**config.mk**
```make
export PLATFORM = sky130hd
export DESIGN_NAME = comb_sort_engine_core
export DESIGN_NICKNAME = d
export VERILOG_FILES = /design/src/hw/rtl/csort_pkg.sv /design/src/hw/rtl/csort_ram.sv /design/src/hw/rtl/csort_ctrl.sv /design/src/hw/rtl/comb_sort_engine_core.sv
export SDC_FILE = /design/constraint.sdc
export NUM_CORES = 2
export LEC_CHECK = 0
export BUFFER_PORTS_ARGS = -buffer_cell sky130_fd_sc_hd__buf_2
export CAP_MARGIN = 5
export CORE_ASPECT_RATIO = 2
export CORE_MARGIN = 8
export CORE_UTILIZATION = 40
export DETAILED_ROUTE_END_ITERATION = 8
export PLACE_DENSITY = 0.61
export SLEW_MARGIN = 5
export SYNTH_ARGS = -nofsm -noshare
export SYNTH_HDL_FRONTEND = slang
export SYNTH_SLANG_ARGS = --single-unit
```
**constraint.sdc**
```tcl
create_clock -name clk -period 5 [get_ports clk]
set_input_delay 1 -clock clk [delete_from_list [all_inputs] [get_ports clk]]
set_output_delay 1 -clock clk [all_outputs]
set_load 0.03 [all_outputs]
```
**src/hw/rtl/csort_pkg.sv**
```systemverilog
// Shared types, sizes and the gap shrink table for the comb sort engine.
// No dependencies; every other file refers to it by scoped names.
package csort_pkg;

  localparam int DATA_WIDTH = 32;
  localparam int MAX_ELEMS  = 64;
  localparam int ADDR_W     = $clog2(MAX_ELEMS);
  localparam int CNT_W      = $clog2(MAX_ELEMS + 1);

  // Shrink factor 1.247 as an exact ratio.
  localparam int SHRINK_NUM = 1000;
  localparam int SHRINK_DEN = 1247;

  typedef logic [DATA_WIDTH-1:0] data_t;
  typedef logic [ADDR_W-1:0]     addr_t;
  typedef logic [CNT_W-1:0]      cnt_t;
  typedef cnt_t                  gap_tbl_t [0:MAX_ELEMS];

  function automatic gap_tbl_t build_gap_tbl();
    gap_tbl_t t;
    for (int i = 0; i <= MAX_ELEMS; i++) begin
      t[i] = CNT_W'((i * SHRINK_NUM) / SHRINK_DEN);
    end
    return t;
  endfunction

  // floor(g * 1000 / 1247) for every gap the engine can hold.
  localparam gap_tbl_t GAP_SHRINK = build_gap_tbl();

  // Request from the sequencer to the element store.
  typedef struct packed {
    logic  rd_en;
    addr_t rd_addr_a;
    addr_t rd_addr_b;
    logic  wr_en;
    addr_t wr_addr;
    data_t wr_data;
  } ram_req_t;

  // Registered read data from the element store.
  typedef struct packed {
    data_t rd_a;
    data_t rd_b;
  } ram_rsp_t;

endpackage

```
**src/hw/rtl/csort_ram.sv**
```systemverilog
// Element store: one write port, two read ports, read data registered.
// Depends on csort_pkg for sizes and the request/response structs.
module csort_ram (
  input  logic               clk,
  input  csort_pkg::ram_req_t req,
  output csort_pkg::ram_rsp_t rsp
);

  csort_pkg::data_t mem [0:csort_pkg::MAX_ELEMS-1];

  always_ff @(posedge clk) begin
    if (req.wr_en) begin
      mem[req.wr_addr] <= req.wr_data;
    end
    if (req.rd_en) begin
      rsp.rd_a <= mem[req.rd_addr_a];
      rsp.rd_b <= mem[req.rd_addr_b];
    end
  end

endmodule

```
**src/hw/rtl/csort_ctrl.sv**
```systemverilog
// Sequencer: loads the set, runs comb sort passes through the store, emits results.
// Depends on csort_pkg; drives csort_ram through ram_req_t / ram_rsp_t.
module csort_ctrl (
  input  logic                clk,
  input  logic                rst,
  input  logic                s_tvalid,
  output logic                s_tready,
  input  csort_pkg::data_t    s_tdata,
  input  logic                s_tlast,
  output logic                m_tvalid,
  input  logic                m_tready,
  output csort_pkg::data_t    m_tdata,
  output logic                m_tlast,
  output csort_pkg::ram_req_t req,
  input  csort_pkg::ram_rsp_t rsp
);

  typedef enum logic [2:0] {
    ST_LOAD, ST_CHK, ST_CMP, ST_WRA, ST_WRB, ST_ERD, ST_ELD, ST_EOUT
  } state_t;

  state_t          state;
  csort_pkg::cnt_t count;
  csort_pkg::cnt_t gap;
  csort_pkg::cnt_t pidx;
  logic            swapped;

  logic [csort_pkg::CNT_W:0] pair_b;
  logic                      in_pass;
  logic                      has_room;
  csort_pkg::cnt_t           count_next;
  csort_pkg::cnt_t           first_gap;
  csort_pkg::cnt_t           gap_next;

  function automatic csort_pkg::cnt_t shrink(csort_pkg::cnt_t g);
    csort_pkg::cnt_t s;
    s = csort_pkg::GAP_SHRINK[g];
    return (s == '0) ? csort_pkg::CNT_W'(1) : s;
  endfunction

  always_comb begin
    pair_b     = {1'b0, pidx} + {1'b0, gap};
    in_pass    = pair_b < {1'b0, count};
    has_room   = count < csort_pkg::CNT_W'(csort_pkg::MAX_ELEMS);
    count_next = has_room ? count + csort_pkg::CNT_W'(1) : count;
    first_gap  = shrink(count_next);
    gap_next   = shrink(gap);
  end

  assign s_tready = (state == ST_LOAD);

  always_comb begin
    req.rd_en     = ((state == ST_CHK) && in_pass) || (state == ST_ERD);
    req.rd_addr_a = pidx[csort_pkg::ADDR_W-1:0];
    req.rd_addr_b = pair_b[csort_pkg::ADDR_W-1:0];
    req.wr_en     = 1'b0;
    req.wr_addr   = count[csort_pkg::ADDR_W-1:0];
    req.wr_data   = s_tdata;
    unique case (state)
      ST_LOAD: req.wr_en = s_tvalid && has_room;
      ST_WRA: begin
        req.wr_en   = 1'b1;
        req.wr_addr = pidx[csort_pkg::ADDR_W-1:0];
        req.wr_data = rsp.rd_b;
      end
      ST_WRB: begin
        req.wr_en   = 1'b1;
        req.wr_addr = pair_b[csort_pkg::ADDR_W-1:0];
        req.wr_data = rsp.rd_a;
      end
      default: req.wr_en = 1'b0;
    endcase
  end

  always_ff @(posedge clk) begin
    if (rst) begin
      state    <= ST_LOAD;
      count    <= '0;
      gap      <= '0;
      pidx     <= '0;
      swapped  <= 1'b0;
      m_tvalid <= 1'b0;
    end else begin
      unique case (state)
        ST_LOAD: begin
          if (s_tvalid) begin
            count <= count_next;
            if (s_tlast) begin
              gap     <= first_gap;
              pidx    <= '0;
              swapped <= 1'b0;
              state   <= ST_CHK;
            end
          end
        end
        ST_CHK: begin
          if (in_pass) begin
            state <= ST_CMP;
          end else if ((gap == csort_pkg::CNT_W'(1)) && !swapped) begin
            pidx  <= '0;
            state <= ST_ERD;
          end else begin
            gap     <= gap_next;
            pidx    <= '0;
            swapped <= 1'b0;
          end
        end
        ST_CMP: begin
          if ($signed(rsp.rd_a) > $signed(rsp.rd_b)) begin
            state <= ST_WRA;
          end else begin
            pidx  <= pidx + csort_pkg::CNT_W'(1);
            state <= ST_CHK;
          end
        end
        ST_WRA: state <= ST_WRB;
        ST_WRB: begin
          swapped <= 1'b1;
          pidx    <= pidx + csort_pkg::CNT_W'(1);
          state   <= ST_CHK;
        end
        ST_ERD: state <= ST_ELD;
        ST_ELD: begin
          m_tvalid <= 1'b1;
          m_tdata  <= rsp.rd_a;
          m_tlast  <= (pidx + csort_pkg::CNT_W'(1)) == count;
          state    <= ST_EOUT;
        end
        ST_EOUT: begin
          if (m_tready) begin
            m_tvalid <= 1'b0;
            if (m_tlast) begin
              count <= '0;
              state <= ST_LOAD;
            end else begin
              pidx  <= pidx + csort_pkg::CNT_W'(1);
              state <= ST_ERD;
            end
          end
        end
        default: state <= ST_LOAD;
      endcase
    end
  end

endmodule

```
**src/hw/rtl/comb_sort_engine_core.sv**
```systemverilog
// Top level of the comb sort engine: element store plus sequencer.
// Depends on csort_pkg, csort_ram and csort_ctrl.
//
//  channel   dir  handshake            payload
//  s_*       in   s_tvalid / s_tready  s_tdata = value, s_tlast = last
//  m_*       out  m_tvalid / m_tready  m_tdata = sorted_value, m_tlast = end_of_set
//
// Loading takes one request per cycle until the request marked last.
// Sorting then runs through the single write port of the store: a compare
// passes through ST_CHK and ST_CMP, a swap adds ST_WRA and ST_WRB, and each pass ends in ST_CHK.
// Emission steps through ST_ERD, ST_ELD and ST_EOUT per result, waiting on m_tready; s_tready
// stays low from the last request until the final result is taken.
// Reset (rst, synchronous) clears control state only; the store is not cleared.
module comb_sort_engine_core (
  input  logic        clk,
  input  logic        rst,
  input  logic        s_tvalid,
  output logic        s_tready,
  input  logic [31:0] s_tdata,   // [31:0] value
  input  logic        s_tlast,   // last
  output logic        m_tvalid,
  input  logic        m_tready,
  output logic [31:0] m_tdata,   // [31:0] sorted_value
  output logic        m_tlast    // end_of_set
);

  csort_pkg::ram_req_t ram_req;
  csort_pkg::ram_rsp_t ram_rsp;

  // Hold the set, which is sorted in place during the passes.
  csort_ram u_ram (
    .clk (clk),
    .req (ram_req),
    .rsp (ram_rsp)
  );

  // Advance load, sort passes and emission.
  csort_ctrl u_ctrl (
    .clk      (clk),
    .rst      (rst),
    .s_tvalid (s_tvalid),
    .s_tready (s_tready),
    .s_tdata  (s_tdata),
    .s_tlast  (s_tlast),
    .m_tvalid (m_tvalid),
    .m_tready (m_tready),
    .m_tdata  (m_tdata),
    .m_tlast  (m_tlast),
    .req      (ram_req),
    .rsp      (ram_rsp)
  );

endmodule

```
==> results.toml <==
[outcome]
status = "finished, final reports clean"

[sta]
setup_slack_ps = 724
finalHoldViolCount = 0
tns_ps = 0
rsz0062_at_grt = "no"
finalClockSkew_ps = 75.6
maxSlewHeadroom_pct = 21.7
max_freq_mhz = 234
setup_viol_count_final = 0
drv_slew = 0
tightest_slew_ps = 1170
period_share_pct = 85.5
fin_crit_ps = 4280

[detailed_routing]
firstDrtPassIters = 6
drtIter0Drc = 6301
wl_per_cell_um = 40.4
ant_nets = 0
num_vias = 55100
drcViolationCount = 0
routed_wl_mm = 339
viasPerCell = 6.56

[worst_setup_path]
cp-startpoint = "u_ctrl.gap[3]"
cp.arrival_ps = 4750
startpoint_type = "register"
cp-end-kind = "register"
reg2reg_depth = 12
crit_end = "u_ram.rsp[57]"
r2r-start = "u_ctrl.gap[3]"
rrSetupSlack_ps = 720
regToRegEndpoint = "u_ram.rsp[57]"
crit_required_ps = 5480
critPathMaxFanout = 24
crit_type = "register to register"

[final_layout]
drive_gt1_share_pct = 37.6
syn2layout_area_growth_pct = 12.2
final_nets = 5051

[die]
die_h_um = 730
rows = 262
die_area_sq_um = 272000
start_util_pct = 40.1
dieWidth_um = 373
placeableCoreArea_sq_um = 254000
io_pins = 72

[yosys]
synth_cells = 4803
synth_top_area_share_pct = 63.2
synthArstFlopShare_pct = 0
synth_area_per_cell_sq_um = 21.2
ys_seq_area_share_pct = 63.7
ys_types = 76
synth_enable_flop_cells = 2145
synthesis.area_sq_um = 102000
synth_area_leader_cell = "edfxtp_1"
ys.flop_type = "edfxtp_1"
synthTopCellsByArea = "edfxtp_1 63%, mux4_2 27%, mux2i_1 3.0%, ha_1 0.68%, buf_2 0.65%"
synth-seq-cells = 2170
synth_warnings = 0
syn_nets = 4897

[cts]
cts_resized = 0
clockRootBuffer = "clkbuf_16"
clock_sinks = 2170
cts_setup_buffers = 0
cts_inserted_buffers = 191
worstSkewPairLatency_ps = 860
clk_pin_slew_ps = 70
hold_buffers = 0
h-tree-depth = 4
tritoncts = "yes"
ctsLongestPathBuffers = 4

[global_route]
grt_antenna_before_repair = 7
grt_remaining_overflow = 0
grt_max_degree = 136
grt_pass1_vias = 58500
grtUsageTotal_pct = 24.4
grt_pass1_wl_mm = 467

[power_and_ir_drop]
powerDensity_nw_per_um2 = 554
vdd_drop_max_mv = 0.487
p_leak_nw = 33.6

[run]
cap_violations = 0

[hold_path]
hp-class = "register to register"
min_from = "u_ctrl.swapped"

[place]
gp_congestion = 0.871
pre_cts_slack_ps = 835
io_buffers = 71
dp_hpwl_mm = 203
## worst min-delay path by stage
stage / cells after the start / endpoint
floorplan: 2 / u_ctrl.swapped
global placement: 2 / u_ctrl.swapped
detailed placement: 2 / u_ctrl.swapped
CTS: 2 / u_ctrl.swapped
global route: 2 / u_ctrl.swapped
finish: 2 / u_ctrl.swapped
## cell type report
type | instances | area [sq um]
Sequential cell | 2170 | 64900
Multi-Input combinational cell | 2229 | 35800
Inverter | 52 | 195
Clock buffer | 226 | 4970
Fill cell | 21100 | 140000
Antenna cell | 3 | 7.51
Timing Repair Buffer | 313 | 3150
Clock inverter | 106 | 1120
Tap cell | 3300 | 4130
## layer usage
metal	part of all wire [%]	GRT usage, %	vias up
met5	0.0038	0	-
met4	8.1	15.8	2
met3	6.3	3.13	872
met2	53	44.2	2766
met1	33	27.0	30200
li1	-	-	21300
## state kept, by name, indices dropped and copies added (netlist names)
name	cells
u_ram.mem	2048
u_ram.rsp	64
u_ctrl.m_tdata	32
u_ctrl.count	7
u_ctrl.pidx	7
u_ctrl.gap	6
u_ctrl.state	3
u_ctrl.m_tlast	1
u_ctrl.m_tvalid	1
u_ctrl.swapped	1
## metrics by stage
step | hold WS, ps | total power, W | cells | area, sq um | util, %
final | 505 | 0.0633 | 8399 | 114000 | 45.0
after global routing | 526 | 0.0653 | 8397 | 114000 | 45.0
after detailed placement | 495 | 0.0487 | 8064 | 108000 | 42.6
after CTS | 505 | 0.0637 | 8396 | 114000 | 45.0
after floorplan | 442 | 0.0406 | 4803 | 102000 | -
after global placement | 488 | 0.0485 | 8064 | 108000 | 42.6
## cell usage in the layout (no fill, tap or decap), types with 66 or more instances in the layout
cell type  count
buf_4        164
mux4_2      1235
nand2_1      123
clkbuf_16    193
edfxtp_1    2145
nor2_4        66
nor2_1        67
buf_2         71
mux2i_1      308
buf_12        78
## where the power goes
part	switching, W	leakage (nW)	internal, W
sequential	0.000703	19.5	0.0233
combinational	0.0136	11.0	0.0106
clock	0.00680	2.98	0.00832
## cells by family (layout without fill, tap and decap cells)
| family | count (synthesis) | after routing | share of synthesized area [%] |
|---|---|---|---|
| other | 0 | 3 | 0 |
| AO/OA/AOI/OAI | 248 | 248 | 1.59 |
| buffers and inverters | 404 | 697 | 1.74 |
| AND/OR/NAND/NOR | 336 | 336 | 1.46 |
| XOR/XNOR | 28 | 28 | 0.255 |
| adder cells (fa/ha/maj) | 59 | 59 | 0.735 |
| multiplexers | 1558 | 1558 | 30.5 |
| flip-flops | 2170 | 2170 | 63.7 |
## Yosys cell counts (4+ instances only)
cell	instances
and3_1	4
a31oi_1	6
nand4_1	6
mux4_2	1235
nor3_1	15
o221ai_1	8
buf_6	7
nor3b_1	4
a211o_1	4
a22oi_1	40
a221oi_1	5
a21oi_1	60
a211oi_1	6
nor2b_1	6
o21ai_0	45
mux2i_1	308
o211ai_1	5
xnor2_1	19
o21a_1	7
and4_1	6
mux2_2	15
nand2_1	125
o21ai_1	16
buf_1	32
buf_2	133
inv_1	50
edfxtp_1	2145
a21o_1	9
dfxtp_1	25
nand3_1	12
nor2_1	132
buf_4	10
ha_1	55
xor2_1	7
clkbuf_1	170
nand2b_1	6
## worst max-delay path, cell delays in order (launching register included)
cell      delay, ps
dfxtp_1         880
ha_1            430
o21ai_1         130
o21bai_1         90
a21oi_1         240
xnor2_2         200
ha_1            310
a21o_1          160
a21oi_1         170
o21ai_1         110
nor2_1          470
o21a_4          220
buf_4           470
(Power assumes the default switching activity.)
